[config.mk]
export PLATFORM = sky130hd
export DESIGN_NAME = extended_gcd_mod_inverse
export DESIGN_NICKNAME = d
export VERILOG_FILES = /design/src/sv/egcd_pkg.sv /design/src/sv/egcd_front.sv /design/src/sv/egcd_queue.sv /design/src/sv/egcd_back.sv /design/src/sv/extended_gcd_mod_inverse.sv
export SDC_FILE = /design/constraint.sdc
export NUM_CORES = 1
export LEC_CHECK = 0
export BUFFER_PORTS_ARGS = -buffer_cell sky130_fd_sc_hd__buf_2
export CORE_MARGIN = 3
export CORE_UTILIZATION = 25
export DETAILED_ROUTE_END_ITERATION = 7
export GPL_ROUTABILITY_DRIVEN = 0
export GPL_TIMING_DRIVEN = 0
export HOLD_SLACK_MARGIN = 0.05
export PLACE_DENSITY = 0.46
export SETUP_SLACK_MARGIN = 0.2
export SYNTH_ARGS = -nofsm -noshare
export SYNTH_HDL_FRONTEND = slang
export SYNTH_SLANG_ARGS = --single-unit
[constraint.sdc]
create_clock -name clk -period 16 [get_ports clk]
set_clock_uncertainty 0.05 [all_clocks]
set_input_delay 0 -clock clk [delete_from_list [all_inputs] [get_ports clk]]
set_output_delay 0 -clock clk [all_outputs]
set_load 0.02 [all_outputs]
[src/sv/egcd_pkg.sv]
`timescale 1ns / 1ps
// ----------------------------------------------------------------------------
// egcd_pkg
// Shared payload types for the extended gcd and modular inverse block.
// ----------------------------------------------------------------------------
package egcd_pkg;

    // input transfer payload
    typedef struct packed {
        logic [31:0] operand_a;
        logic [31:0] operand_b;
    } in_item_t;

    // result transfer payload
    typedef struct packed {
        logic [31:0] gcd_value;
        logic [32:0] coef_a;
        logic [32:0] coef_b;
        logic [31:0] inverse_value;
        logic        invertible;
        logic        status;
    } out_item_t;

endpackage

[src/sv/egcd_front.sv]
`timescale 1ns / 1ps
// ----------------------------------------------------------------------------
// egcd_front
// Accepts operand pairs, detects zero operands and orders them larger first.
// ----------------------------------------------------------------------------
module egcd_front #(
    parameter int WIDTH = 32
) (
    input  logic                in_valid,
    output logic                in_ready,
    input  egcd_pkg::in_item_t  in_data,
    output logic                job_valid,
    input  logic                job_ready,
    output logic [3*WIDTH+1:0]  job_data
);

    logic [WIDTH-1:0] a;
    logic [WIDTH-1:0] b;
    logic             zero;
    logic             swapped;
    logic [WIDTH-1:0] big;
    logic [WIDTH-1:0] small_op;

    // keep the low bits of each operand
    assign a = WIDTH'({32'd0, in_data.operand_a});
    assign b = WIDTH'({32'd0, in_data.operand_b});

    // classify and order
    assign zero     = (a == '0) || (b == '0);
    assign swapped  = a < b;
    assign big      = swapped ? b : a;
    assign small_op = swapped ? a : b;

    assign job_data  = {zero, swapped, big, small_op, b};
    assign job_valid = in_valid;
    assign in_ready  = job_ready;

endmodule

[src/sv/egcd_queue.sv]
`timescale 1ns / 1ps
// ----------------------------------------------------------------------------
// egcd_queue
// Two-entry register queue between the front and back parts.
// ----------------------------------------------------------------------------
module egcd_queue #(
    parameter int DW = 8
) (
    input  logic          clk,
    input  logic          rst_n,
    input  logic          wr_valid,
    output logic          wr_ready,
    input  logic [DW-1:0] wr_data,
    output logic          rd_valid,
    input  logic          rd_ready,
    output logic [DW-1:0] rd_data
);

    logic [DW-1:0] mem_reg [2];
    logic          wptr_reg;
    logic          wptr_next;
    logic          rptr_reg;
    logic          rptr_next;
    logic [1:0]    count_reg;
    logic [1:0]    count_next;
    logic          push;
    logic          pop;

    assign wr_ready = count_reg != 2'd2;
    assign rd_valid = count_reg != 2'd0;
    assign rd_data  = mem_reg[rptr_reg];
    assign push     = wr_valid && wr_ready;
    assign pop      = rd_valid && rd_ready;

    // pointer and fill update
    always_comb
    begin
        wptr_next  = push ? ~wptr_reg : wptr_reg;
        rptr_next  = pop ? ~rptr_reg : rptr_reg;
        count_next = count_reg + 2'(push) - 2'(pop);
    end

    always_ff @(posedge clk or negedge rst_n)
    begin
        if (!rst_n)
        begin
            wptr_reg  <= 1'b0;
            rptr_reg  <= 1'b0;
            count_reg <= 2'd0;
        end
        else
        begin
            wptr_reg  <= wptr_next;
            rptr_reg  <= rptr_next;
            count_reg <= count_next;
        end
    end

    // entry storage
    always_ff @(posedge clk)
    begin
        if (push)
        begin
            mem_reg[wptr_reg] <= wr_data;
        end
    end

endmodule

[src/sv/egcd_back.sv]
`timescale 1ns / 1ps
// ----------------------------------------------------------------------------
// egcd_back
// Euclid loop with a bit-serial divider that also forms quotient products,
// then the inverse reduction and the output register.
// ----------------------------------------------------------------------------
module egcd_back #(
    parameter int WIDTH = 32
) (
    input  logic                  clk,
    input  logic                  rst_n,
    input  logic                  job_valid,
    output logic                  job_ready,
    input  logic [3*WIDTH+1:0]    job_data,
    output logic                  out_valid,
    input  logic                  out_ready,
    output egcd_pkg::out_item_t   out_data
);

    localparam int CW   = WIDTH + 1;
    localparam int CNTW = $clog2(WIDTH + 1);

    localparam logic [2:0] ST_IDLE = 3'd0;
    localparam logic [2:0] ST_DIV  = 3'd1;
    localparam logic [2:0] ST_CHK  = 3'd2;
    localparam logic [2:0] ST_FIN  = 3'd3;

    logic [2:0]        state_reg, state_next;
    logic [CNTW-1:0]   cnt_reg, cnt_next;
    logic [WIDTH-1:0]  big_reg, big_next;
    logic [WIDTH-1:0]  sml_reg, sml_next;
    logic [WIDTH-1:0]  num_reg, num_next;
    logic [WIDTH-1:0]  rem_reg, rem_next;
    logic [WIDTH-1:0]  mod_reg, mod_next;
    logic              zero_reg, zero_next;
    logic              swp_reg, swp_next;
    logic [CW-1:0]     p0_reg, p0_next, p1_reg, p1_next;
    logic [CW-1:0]     q0_reg, q0_next, q1_reg, q1_next;
    logic [CW-1:0]     accp_reg, accp_next, accq_reg, accq_next;
    logic              ovalid_reg, ovalid_next;
    egcd_pkg::out_item_t res_reg, res_next;

    logic [WIDTH:0]    r2;
    logic              ge;
    logic [WIDTH:0]    r2_sub;
    logic [CW-1:0]     ca, cb, t_inv, m_ext, t_red;
    logic [WIDTH-1:0]  inv;
    logic              j_zero, j_swp;
    logic [WIDTH-1:0]  j_big, j_sml, j_mod;
    logic              out_free;

    assign {j_zero, j_swp, j_big, j_sml, j_mod} = job_data;
    assign out_free  = !ovalid_reg || out_ready;
    assign job_ready = state_reg == ST_IDLE;
    assign out_valid = ovalid_reg;
    assign out_data  = res_reg;

    // one restoring division step
    assign r2     = {rem_reg, num_reg[WIDTH-1]};
    assign r2_sub = r2 - {1'b0, sml_reg};
    assign ge     = r2 >= {1'b0, sml_reg};

    // coefficients in original operand order and inverse reduction
    assign ca    = swp_reg ? q1_reg : p1_reg;
    assign cb    = swp_reg ? p1_reg : q1_reg;
    assign m_ext = {1'b0, mod_reg};
    assign t_inv = ca[CW-1] ? ca + m_ext : ca;
    assign t_red = (t_inv >= m_ext) ? t_inv - m_ext : t_inv;
    assign inv   = (mod_reg == WIDTH'(1)) ? '0 : t_red[WIDTH-1:0];

    always_comb
    begin
        state_next  = state_reg;
        cnt_next    = cnt_reg;
        big_next    = big_reg;
        sml_next    = sml_reg;
        num_next    = num_reg;
        rem_next    = rem_reg;
        mod_next    = mod_reg;
        zero_next   = zero_reg;
        swp_next    = swp_reg;
        p0_next     = p0_reg;
        p1_next     = p1_reg;
        q0_next     = q0_reg;
        q1_next     = q1_reg;
        accp_next   = accp_reg;
        accq_next   = accq_reg;
        ovalid_next = ovalid_reg && !out_ready;
        res_next    = res_reg;
        unique case (state_reg)
            ST_IDLE:
            begin
                // load a job and start the first division, or go to finish for a zero operand
                if (job_valid)
                begin
                    zero_next  = j_zero;
                    swp_next   = j_swp;
                    big_next   = j_big;
                    sml_next   = j_sml;
                    mod_next   = j_mod;
                    num_next   = j_big;
                    rem_next   = '0;
                    accp_next  = '0;
                    accq_next  = '0;
                    p0_next    = CW'(1);
                    p1_next    = '0;
                    q0_next    = '0;
                    q1_next    = CW'(1);
                    cnt_next   = CNTW'(WIDTH);
                    state_next = j_zero ? ST_FIN : ST_DIV;
                end
            end
            ST_DIV:
            begin
                // quotient bit plus running products quo*p1 and quo*q1
                rem_next  = ge ? r2_sub[WIDTH-1:0] : r2[WIDTH-1:0];
                num_next  = {num_reg[WIDTH-2:0], ge};
                accp_next = (accp_reg << 1) + (ge ? p1_reg : '0);
                accq_next = (accq_reg << 1) + (ge ? q1_reg : '0);
                cnt_next  = cnt_reg - CNTW'(1);
                if (cnt_reg == CNTW'(1))
                begin
                    state_next = ST_CHK;
                end
            end
            ST_CHK:
            begin
                // zero remainder ends the loop, else update and divide again
                if (rem_reg == '0)
                begin
                    big_next   = sml_reg;
                    state_next = ST_FIN;
                end
                else
                begin
                    p1_next    = p0_reg - accp_reg;
                    p0_next    = p1_reg;
                    q1_next    = q0_reg - accq_reg;
                    q0_next    = q1_reg;
                    big_next   = sml_reg;
                    sml_next   = rem_reg;
                    num_next   = sml_reg;
                    rem_next   = '0;
                    accp_next  = '0;
                    accq_next  = '0;
                    cnt_next   = CNTW'(WIDTH);
                    state_next = ST_DIV;
                end
            end
            ST_FIN:
            begin
                // hand the result to the output register once it is free
                if (out_free)
                begin
                    ovalid_next = 1'b1;
                    state_next  = ST_IDLE;
                    if (zero_reg)
                    begin
                        res_next        = '0;
                        res_next.status = 1'b1;
                    end
                    else
                    begin
                        res_next.gcd_value  = 32'({32'd0, big_reg});
                        res_next.coef_a     = 33'({33'd0, ca});
                        res_next.coef_b     = 33'({33'd0, cb});
                        res_next.invertible = big_reg == WIDTH'(1);
                        res_next.inverse_value =
                            (big_reg == WIDTH'(1)) ? 32'({32'd0, inv}) : 32'd0;
                        res_next.status     = 1'b0;
                    end
                end
            end
            default:
            begin
                state_next = ST_IDLE;
            end
        endcase
    end

    always_ff @(posedge clk or negedge rst_n)
    begin
        if (!rst_n)
        begin
            state_reg  <= ST_IDLE;
            ovalid_reg <= 1'b0;
        end
        else
        begin
            state_reg  <= state_next;
            ovalid_reg <= ovalid_next;
        end
    end

    always_ff @(posedge clk)
    begin
        cnt_reg  <= cnt_next;
        big_reg  <= big_next;
        sml_reg  <= sml_next;
        num_reg  <= num_next;
        rem_reg  <= rem_next;
        mod_reg  <= mod_next;
        zero_reg <= zero_next;
        swp_reg  <= swp_next;
        p0_reg   <= p0_next;
        p1_reg   <= p1_next;
        q0_reg   <= q0_next;
        q1_reg   <= q1_next;
        accp_reg <= accp_next;
        accq_reg <= accq_next;
        res_reg  <= res_next;
    end

`ifndef SYNTH
    a_div_count: assert property (@(posedge clk) disable iff (!rst_n)
        state_reg == ST_DIV |-> cnt_reg != '0)
        else $error("division step with empty counter");
    a_status_clean: assert property (@(posedge clk) disable iff (!rst_n)
        ovalid_reg && res_reg.status |-> !res_reg.invertible && res_reg.gcd_value == '0)
        else $error("rejected item carries data");
    a_inv_gcd: assert property (@(posedge clk) disable iff (!rst_n)
        ovalid_reg && res_reg.invertible |-> res_reg.gcd_value == 32'd1)
        else $error("invertible without unit gcd");
    a_no_overwrite: assert property (@(posedge clk) disable iff (!rst_n)
        ovalid_reg && !out_ready |=> ovalid_reg && $stable(res_reg))
        else $error("held result changed");
`endif

endmodule

[src/sv/extended_gcd_mod_inverse.sv]
`timescale 1ns / 1ps
// Each Euclid step runs the bit-serial divider and then one coefficient update;
// there are up to about 46 steps at WIDTH 32.
// The back part takes a new item only once the last one is finished; the queue holds two.
// Zero-operand items skip the Euclid loop.
// Reset: rst_n asynchronous, clears queue, control state and output valid.
// ----------------------------------------------------------------------------
// extended_gcd_mod_inverse
// Extended Euclid gcd with Bezout coefficients and modular inverse.
// ----------------------------------------------------------------------------
module extended_gcd_mod_inverse #(
    parameter int WIDTH = 32
) (
    input  logic                clk,
    input  logic                rst_n,
    input  logic                in_valid,
    output logic                in_ready,
    input  egcd_pkg::in_item_t  in_data,
    output logic                out_valid,
    input  logic                out_ready,
    output egcd_pkg::out_item_t out_data
);

    localparam int JW = 3 * WIDTH + 2;

    logic          f_valid, f_ready;
    logic [JW-1:0] f_data;
    logic          b_valid, b_ready;
    logic [JW-1:0] b_data;

    // classify and order operands
    egcd_front #(.WIDTH(WIDTH)) u_front (
        .in_valid  (in_valid),
        .in_ready  (in_ready),
        .in_data   (in_data),
        .job_valid (f_valid),
        .job_ready (f_ready),
        .job_data  (f_data)
    );

    // decoupling queue
    egcd_queue #(.DW(JW)) u_queue (
        .clk      (clk),
        .rst_n    (rst_n),
        .wr_valid (f_valid),
        .wr_ready (f_ready),
        .wr_data  (f_data),
        .rd_valid (b_valid),
        .rd_ready (b_ready),
        .rd_data  (b_data)
    );

    // euclid engine and output register
    egcd_back #(.WIDTH(WIDTH)) u_back (
        .clk       (clk),
        .rst_n     (rst_n),
        .job_valid (b_valid),
        .job_ready (b_ready),
        .job_data  (b_data),
        .out_valid (out_valid),
        .out_ready (out_ready),
        .out_data  (out_data)
    );

endmodule
# Word-level counts from Yosys, hierarchy flattened
# Memories as Yosys holds them, arrays and structs flattened.
# Index checks and enable logic that the tools add are counted.
# word_totals
regBits,506
ram_bits,196
out_inout_bits,134
memories,1
# memory_table
name,words,word_bits,rd,rd_clocked_by_memory_dff,write_ports,line,rtl
u_queue.mem_reg,2,98,1,0,1,egcd_queue.sv:19,logic [DW-1:0] mem_reg [2];
# classes
add_sub_neg,10
bitwise_logic,3
magnitude_cmp,3
eq_ne,11
n_mux,46
reduce_logical,21
# ops
operator,count
33-bit two-way mux,12
32-bit two-way mux,10
33-bit one-hot mux with 2 select lines,4
33-bit one-hot mux with 3 select lines,2
32-bit one-hot mux with 3 select lines,2
32-bit one-hot mux with 2 select lines,2
32-bit logical NOT,3
33-bit adder,2
33-bit by 32-bit greater-or-equal comparator with 1-bit output,2
33-bit subtractor,2
32-bit by 1-bit equality test with 1-bit output (second input constant),2
32-bit subtractor,2
33-bit by 32-bit adder with 33-bit output,1
32-bit < comparator,1
6-bit one-hot mux with 3 select lines,1
6-bit two-way mux,2
3-bit one-hot mux with 4 select lines,1
3-bit two-way mux,3
3-bit AND reduction,3
3-bit by 2-bit equality test with 1-bit output (second input constant),2
6-bit by 1-bit equality test with 1-bit output (second input constant),1
2-bit by 1-bit != test with 1-bit output (second input constant),3
2-bit AND reduction,3
6-bit by 1-bit subtractor with 6-bit output (second input constant),1
other kinds (14),27

# Logic depth before layout (Yosys ltp)
# Gate-level depths: netlist of the first run.
# logic_depth
depth_word,5
ltp_mapped,27

# By module
# Synthesis of the first run repeated with hierarchy kept, for this count alone.
# unflattened
hier_cells,3620
hier_area_um2,41309.6
# by_module_without_submodules
mod,area_per_inst_um2,instances,cells_per_inst,seq_area_each_um2
egcd_back,32045.7,1,3058,15029.4
egcd_queue,7289.5,1,327,5985.7
egcd_front,1974.4,1,235,0.0

# Worst setup path before layout of the first run
# No wires, ideal clock.
# synth_path
kind,flip-flop to flip-flop
startpoint,register u_back.state_reg[0]
endpoint,register u_back.p0_reg[0] (enable)
stages_incl_launch_ff,7
n_path_buf,2
path_slack_ns,2.724
setup_ns,0.889
arrival_ns,12.337
t_required_ns,15.061
cell_sequence,dfrtp_1 > inv_1 > ha_1 > clkbuf_1 > clkbuf_1 > nor2_1 > nor3_1
# synth_between
elab_chain_len,3
word_cells_on_any_way,6
# synth_lines
element,line,rtl
start: declaration,egcd_back.sv:28,"logic [2:0] state_reg, state_next;"
start signal: assignment,egcd_back.sv:190,state_reg <= state_next;
3-bit by 2-bit equality test with 1-bit output or 3-bit logical NOT (tied branches),egcd_back.sv:90,unique case (state_reg)
"2-bit != test (no source line), or another cell as far along",n/a,
3-bit AND reduction (no source line) *,n/a,
end signal: assignment,egcd_back.sv:205,p0_reg <= p0_next;
end: declaration,egcd_back.sv:37,"logic [CW-1:0] p0_reg, p0_next, p1_reg, p1_next;"
# Every way passes the cells marked *; elsewhere a longest branch is shown, timed or not.
# A chain may end at the register's enable or synchronous reset.

# Worst setup path in the final report of the first run
# layout_path
startpoint,register u_back.swp_reg
endpoint,register u_back.res_reg (netlist bit u_back.out_data[33]) (data pin)
# layout_between
elab_chain_len,5
word_cells_on_any_way,6
# layout_lines
element,line,rtl
start: declaration,egcd_back.sv:36,"logic swp_reg, swp_next;"
start signal: assignment,egcd_back.sv:204,swp_reg <= swp_next;
33-bit two-way mux *,egcd_back.sv:64,assign ca = swp_reg ? q1_reg : p1_reg;
named net u_back.ca[4],egcd_back.sv:46,"logic [CW-1:0] ca, cb, t_inv, m_ext, t_red;"
33-bit by 32-bit adder with 33-bit output,egcd_back.sv:67,assign t_inv = ca[CW-1] ? ca + m_ext : ca;
33-bit two-way mux *,egcd_back.sv:67,
32-bit subtractor or 33-bit by 32-bit greater-or-equal comparator with 1-bit output (tied branches),egcd_back.sv:68,assign t_red = (t_inv >= m_ext) ? t_inv - m_ext : t_inv;
32-bit two-way mux *,egcd_back.sv:68,
end signal: assignment,egcd_back.sv:211,res_reg <= res_next;
end: declaration,egcd_back.sv:41,"egcd_pkg::out_item_t res_reg, res_next;"
# Mark *: on every way through the listed nets, which the timed path passes. The rest lies on a longest branch.

==> metrics, run 1 <==
proportion of layout cells with a drive suffix above 1=11.9%; Die ar.=167,000 um^2; H-tree depth=3; gr usage total=16.0%; post-synthesis mux area share=7.31%; Max Cap Viol=0; Placed Area=44,900 um^2; #FFs+latches synth=701; Crit Path Class=reg -> reg; Startpoint Class=flop; asr flop ratio synth=0.999%; Initial DRC Count=2,464; Primary FF master, synth=edfxtp_1; final core utilization=30.0%; number of routed nets with antenna violations=0; cell count after placement=6,047; share of the synthesized area in the top cell type=between 50% and 60%; initial antenna violation count=28; Post-Syn Nets=3,982; Synth Warn #=0; hold crit path type=in -> reg; final wirelength=138,000 um; Post-Synthesis Cells=3,645; # clock sinks=between 700 and 800; CP Data Required Time=16,290 ps; CTS resizes=0; CP arrival=~8800 ps; Simple-Gate Fraction of Synth Area=12.1%; Post-synth EDFFs=about 700; vias in the first global route=29,900; IO buf count=201; Post-DP HPWL=108,000 um; failing checks=DRC; worst hold path startpoint=in_data[22]; CP Max Fanout=10; Reg2Reg Launch Point=u_back.swp_reg$_DFFE_PP_; IO Pins=just over 200; combinational family with the most area after synthesis=compound AO/OA/AOI/OAI gates; measured slew at the worst slew-check pin=1240 ps; register area=about 21,000 um^2; Adder-Cell Fraction of Synth Area=8.42%; Final Cell Area=approximately 48,000 um^2; chip width=409 um; Synth Area in Compound Gates=13.0%; global-route wire length before repair=approximately 200,000 um; Tmin final=8490 ps; Final Hold Viols=0; total CTS buffers=80; Overflow after GRT=0; Crit. Startpoint=u_back.swp_reg$_DFFE_PP_; DIE HEIGHT=409 um; outcome=finished, violations left; hold slack=127 ps; DR vias/cell=4.78; max reg flops=between 150 and 200; post-synthesis sequential area ratio=51.8%; final setup fails=0; Site Rows=147; leading area contributor after synthesis=edfxtp_1; RSZ-0062 raised after global routing=false; CTS root buf=clkbuf_16; fin cells=6,277; layout overhead on the synthesized area=18.8%; FILL cells=16,600; multi-input logic area=18,200 um^2; drt pass-1 iters=8; fmax=between 0.1 and 0.15 GHz; # DRC=3; relative slew slack=15.1%; area of the core=161,000 um^2; Max Buffers Root-to-Sink=3; CTS tree=built; Slew Limit Fails=0; clock latency on the worst-skew pair=roughly 700 ps; XOR/XNOR Fraction of Synth Area=3.84%; fin crit share=53.0%; largest net degree at the start of global routing=67; # nets final=between 4,000 and 5,000; cell area after synthesis=40,600 um^2; Syn Area/Cell=around 11 um^2; starting density of the core=25.2%; via count=30,000; CP Capture Type=flop; Synth area leaders=edfxtp_1 51%, ha_1 8.1%, mux2i_1 3.4%; synth unique cells=80; DR WL/cell=roughly 22 um; clock-pin transition on the worst setup and hold timing paths=60 ps
-- routing by layer --
metal / vias to the layer above / global-route usage (%) / routed length (um)
li1: 14200 / - / -
met1: 14700 / 22.2 / 63800
met2: 859 / 25.4 / 62100
met3: 187 / 2.87 / 8160
met4: 6 / 4.68 / 4060
met5: - / 0 / 40
-- path summary, 6_finish.rpt --
path | cells past startpoint | slack (ps) | to
min in group asynchronous | 3 | 500 | u_back.out_valid$_DFF_PN0_
hold reg to reg | 1 | 480 | u_queue.count_reg[1]$_DFF_PN0_
hold / removal | 2 | 130 | u_queue.mem_reg[1][22]$_DFFE_PP_
setup / recovery | 24 | 7510 | u_back.out_data[33]$_SDFFCE_PP0P_
setup reg to reg | 24 | 7510 | u_back.out_data[33]$_SDFFCE_PP0P_
max in group asynchronous | 3 | 14950 | u_queue.rptr_reg$_DFFE_PN0P_
-- cell type report --
type | instances | share of cell area (%)
timing repair buffer | 314 | 4.81
buffer | 135 | 1.13
antenna | 11 | 0.0570
multi-input combinational | 2569 | 37.7
inverter | 240 | 1.87
sequential | 701 | 43.6
clock buffer | 102 | 4.38
clock inverter | 45 | 0.923
tap | 2160 | 5.60
-- cells in the final DEF, fill, tap and decap left out, types with 21 or more instances in the layout --
cell           netlist  routed
and3_1              22      21
buf_2               11     212
and2_1             142     141
o21ai_1             28      28
o21a_1              30      29
nand4_1             36      36
nor4_1              41      41
mux2_2              90      90
o21bai_1            25      25
xnor2_1            101     101
mux2_1              50      50
a22oi_1             33      33
nand3_1             45      45
nand2b_1            33      33
mux2i_1            139     139
a211oi_1            45      45
clkbuf_1           110     128
a21o_1             115     115
a31oi_1             26      26
a21oi_1            259     259
nor3_1              46      43
o211ai_1            21      21
clkbuf_16            0      80
nor2b_1             59      59
inv_1              238     238
nor2_1             369     367
o21ai_0            136     136
edfxtp_1           694     694
xor2_1              77      77
buf_6                3      23
ha_1               262     262
dlygate4sd3_1        0      72
nand2_1            181     181
-- cells by family (layout without fill, tap and decap cells) --
family	after synthesis	after routing
XOR/XNOR	178	178
AND/OR/NAND/NOR	1018	1018
adder cells (fa/ha/maj)	269	269
other	0	11
flip-flops	701	701
AO/OA/AOI/OAI	825	825
multiplexers	279	279
buffers and inverters	375	836
-- stage by stage --
stage | setup slack (ps) | setup TNS (ps)
after floorplan | 2720 | 0
after detailed placement | 7670 | 0
final | 7510 | 0
after CTS | 7590 | 0
after global placement | -5340 | -1323900
after global routing | 7110 | 0
-- worst max-delay path: stages, from the launching register on --
cell	delay [ps]
edfxtp_1	320
clkbuf_1	240
clkbuf_1	760
clkbuf_1	870
mux2i_1	660
inv_1	100
ha_1	360
o211ai_1	130
o211ai_1	340
a31oi_1	290
nor3b_1	430
a21boi_0	190
xnor2_1	160
nand2_1	60
o21ai_0	140
ha_1	460
nand2_1	140
or4_1	640
clkinv_1	90
a211o_1	250
nor3_2	90
o41ai_2	390
a31o_2	270
nor3_1	50
a2111oi_0	640
-- synthesized netlist by cell type (26+ instances only) --
cell	n
a211oi_1	45
a21o_1	115
a21oi_1	259
a22oi_1	33
a31oi_1	26
and2_1	142
clkbuf_1	110
edfxtp_1	694
ha_1	262
inv_1	238
mux2_1	50
mux2_2	90
mux2i_1	139
nand2_1	181
nand2b_1	33
nand3_1	45
nand4_1	36
nor2_1	369
nor2b_1	59
nor3_1	46
nor4_1	41
o21a_1	30
o21ai_0	136
o21ai_1	28
xnor2_1	101
xor2_1	77
-- repair_timing --
action                                 4_1_cts  5_1_grt
buffers inserted                             0        0
endpoints found under the hold margin      264        0
hold buffers                                72        0
Power of run 1 is not shown: default switching activity piles up to over one toggle a cycle in this logic, so the estimate is an artifact.
==> run 2, diff against run 1 <==
- PLACE_DENSITY: 0.46 -> 0.48
- clock period: 16 -> 7.59 ns (I/O delays scaled with it)
==> metrics, run 2 (synthesized netlist as in run 1, its figures left out) <==
CP Data Required Time=7950 ps (was 16,290 ps); # DRC=1 (was 3); area of the core=161,000 um^2 (unchanged); max reg flops=196 (unchanged); measured slew at the worst slew-check pin=1450 ps (was 1240 ps); Site Rows=147 (unchanged); final wirelength=138,000 um (about the same); Post-DP HPWL=106,000 um (was 108,000 um); drt pass-1 iters=8 (unchanged); fin cells=6,260 (was 6,277); IO Pins=202 (unchanged); hold slack=117 ps (was 127 ps); Crit Path Class=reg -> reg (unchanged); CP Capture Type=flop (unchanged); final core utilization=30.1% (was 30.0%); fin crit share=93.0% (was 53.0%); outcome=finished, violations left (unchanged); number of routed nets with antenna violations=0 (unchanged); initial antenna violation count=22 (was 28); # clock sinks=701 (unchanged); highest-count cells in the layout ignoring fill and taps=694 x edfxtp_1, 367 x nor2_1, 262 x ha_1, 258 x a21oi_1, 238 x inv_1 (was 694 x edfxtp_1, 367 x nor2_1, 262 x ha_1, 259 x a21oi_1, 238 x inv_1); reg-to-reg slack, setup=530 ps (was 7510 ps); CP Max Fanout=10 (unchanged); most common cell after layout, fill and taps aside=edfxtp_1 (unchanged); hold crit path type=in -> reg (unchanged); DR vias/cell=4.85 (was 4.78); Overflow after GRT=0 (unchanged); Initial DRC Count=2,935 (was 2,464); CTS root buf=clkbuf_16 (unchanged); clock latency on the worst-skew pair=700 ps (about the same); dpl ws=-1030 ps (was 7670 ps); global-route wire length before repair=199,000 um (about the same); Tmin final=7060 ps (was 8490 ps); IO buf count=201 (unchanged); relative slew slack=3.02% (was 15.1%); Startpoint Class=flop (unchanged); chip width=409 um (unchanged); proportion of layout cells with a drive suffix above 1=12.2% (was 11.9%); # nets final=4,366 (was 4,378); CTS tree=built (unchanged); gr usage total=16.0% (about the same); Max Cap Viol=0 (unchanged); final setup fails=0 (unchanged); worst setup margin=530 ps (was 7510 ps); layout overhead on the synthesized area=19.3% (was 18.8%); Die ar.=167,000 um^2 (unchanged); starting density of the core=25.2% (unchanged); cell count after placement=6,034 (was 6,047); CP arrival=7420 ps (was 8780 ps); failing checks=DRC (unchanged); H-tree depth=3 (unchanged); vias in the first global route=29,800 (was 29,900); DIE HEIGHT=409 um (unchanged); Slew Limit Fails=0 (unchanged); RSZ-0062 raised after global routing=false (unchanged); fmax=0.142 GHz (was 0.118 GHz); via count=30,400 (was 30,000); Max Buffers Root-to-Sink=3 (unchanged); DR WL/cell=22.0 um (about the same); largest net degree at the start of global routing=68 (was 67); Final Hold Viols=0 (unchanged); clock-pin transition on the worst setup and hold timing paths=70 ps (was 60 ps); total CTS buffers=77 (was 80)
-- run 2: cell count changes in the layout (fill, tap and decap cells not counted), sizes merged --
cell	previous run	this run
buf	267	257
bufinv	4	5
clkbuf	212	208
clkinv	34	33
clkinvlp	3	4
diode	11	10
dlygate4sd3	72	73
inv	244	240
-- run 2: routing by layer --
metal / share of wire, % / vias to the layer above / track usage [%]
met5: 0.0073 / - / 0
met4: 3.1 / 2 / 4.91
met3: 7.3 / 171 / 3.58
met2: 44 / 1002 / 24.9
met1: 45 / 15000 / 22.0
li1: - / 14200 / -
-- run 2: final timing paths --
path	from	depth (start not counted)	end
max	u_back.rem_reg[9]$_SDFFCE_PN0P_	23	u_back.accp_reg[31]$_SDFFCE_PN0P_
max reg2reg	u_back.rem_reg[9]$_SDFFCE_PN0P_	23	u_back.accp_reg[31]$_SDFFCE_PN0P_
min reg2reg	u_queue.count_reg[1]$_DFF_PN0_	1	u_queue.count_reg[1]$_DFF_PN0_
max in group asynchronous	rst_n	3	u_queue.count_reg[1]$_DFF_PN0_
min in group asynchronous	rst_n	3	u_queue.count_reg[0]$_DFF_PN0_
min	in_data[23]	2	u_queue.mem_reg[1][23]$_DFFE_PP_
-- run 2: what timing repair did --
action | in CTS | in global routing
gates resized for setup | 22 | 18
endpoints found under the hold margin | 225 | 0
pin swaps | 0 | 1
cloned | 0 | 0
buffers inserted | 0 | 2
hold buffers | 73 | 0
endpoints found under the setup margin | 36 | 48
-- run 2: area by class of cell --
cell class	count	area, um^2
clock inverters	42	452
inverters	240	901
flip-flops and latches	701	21000
well taps	2160	2700
diodes	10	25.0
repair buffers	305	2450
fillers	16600	112000
multi-input cells	2569	18300
plain buffers	135	563
clock buffers	98	2040
-- run 2: through the flow --
step,cell area (um^2),setup TNS [ps]
2_1_floorplan,40600,0
3_3_place_gp,44300,-889770
6_report,48400,0
5_1_grt,48400,0
4_1_cts,48300,0
3_5_place_dp,45100,-26860
-- run 2: critical path: stages (launching register included) --
cell,delay (ps)
edfxtp_1,450
ha_1,400
a211oi_1,270
o21bai_1,170
a211o_1,290
a41oi_1,350
o211ai_1,280
a21oi_2,310
nor2_1,90
clkbuf_2,310
clkbuf_1,410
and2_1,290
ha_1,360
a211oi_1,140
o211ai_1,330
a41oi_2,290
nor4b_1,710
o21ai_1,250
a211oi_1,380
o41ai_2,90
buf_4,160
o21ai_1,150
xnor2_1,150
nor2_1,50
Power of run 2 is left out for the same reason.
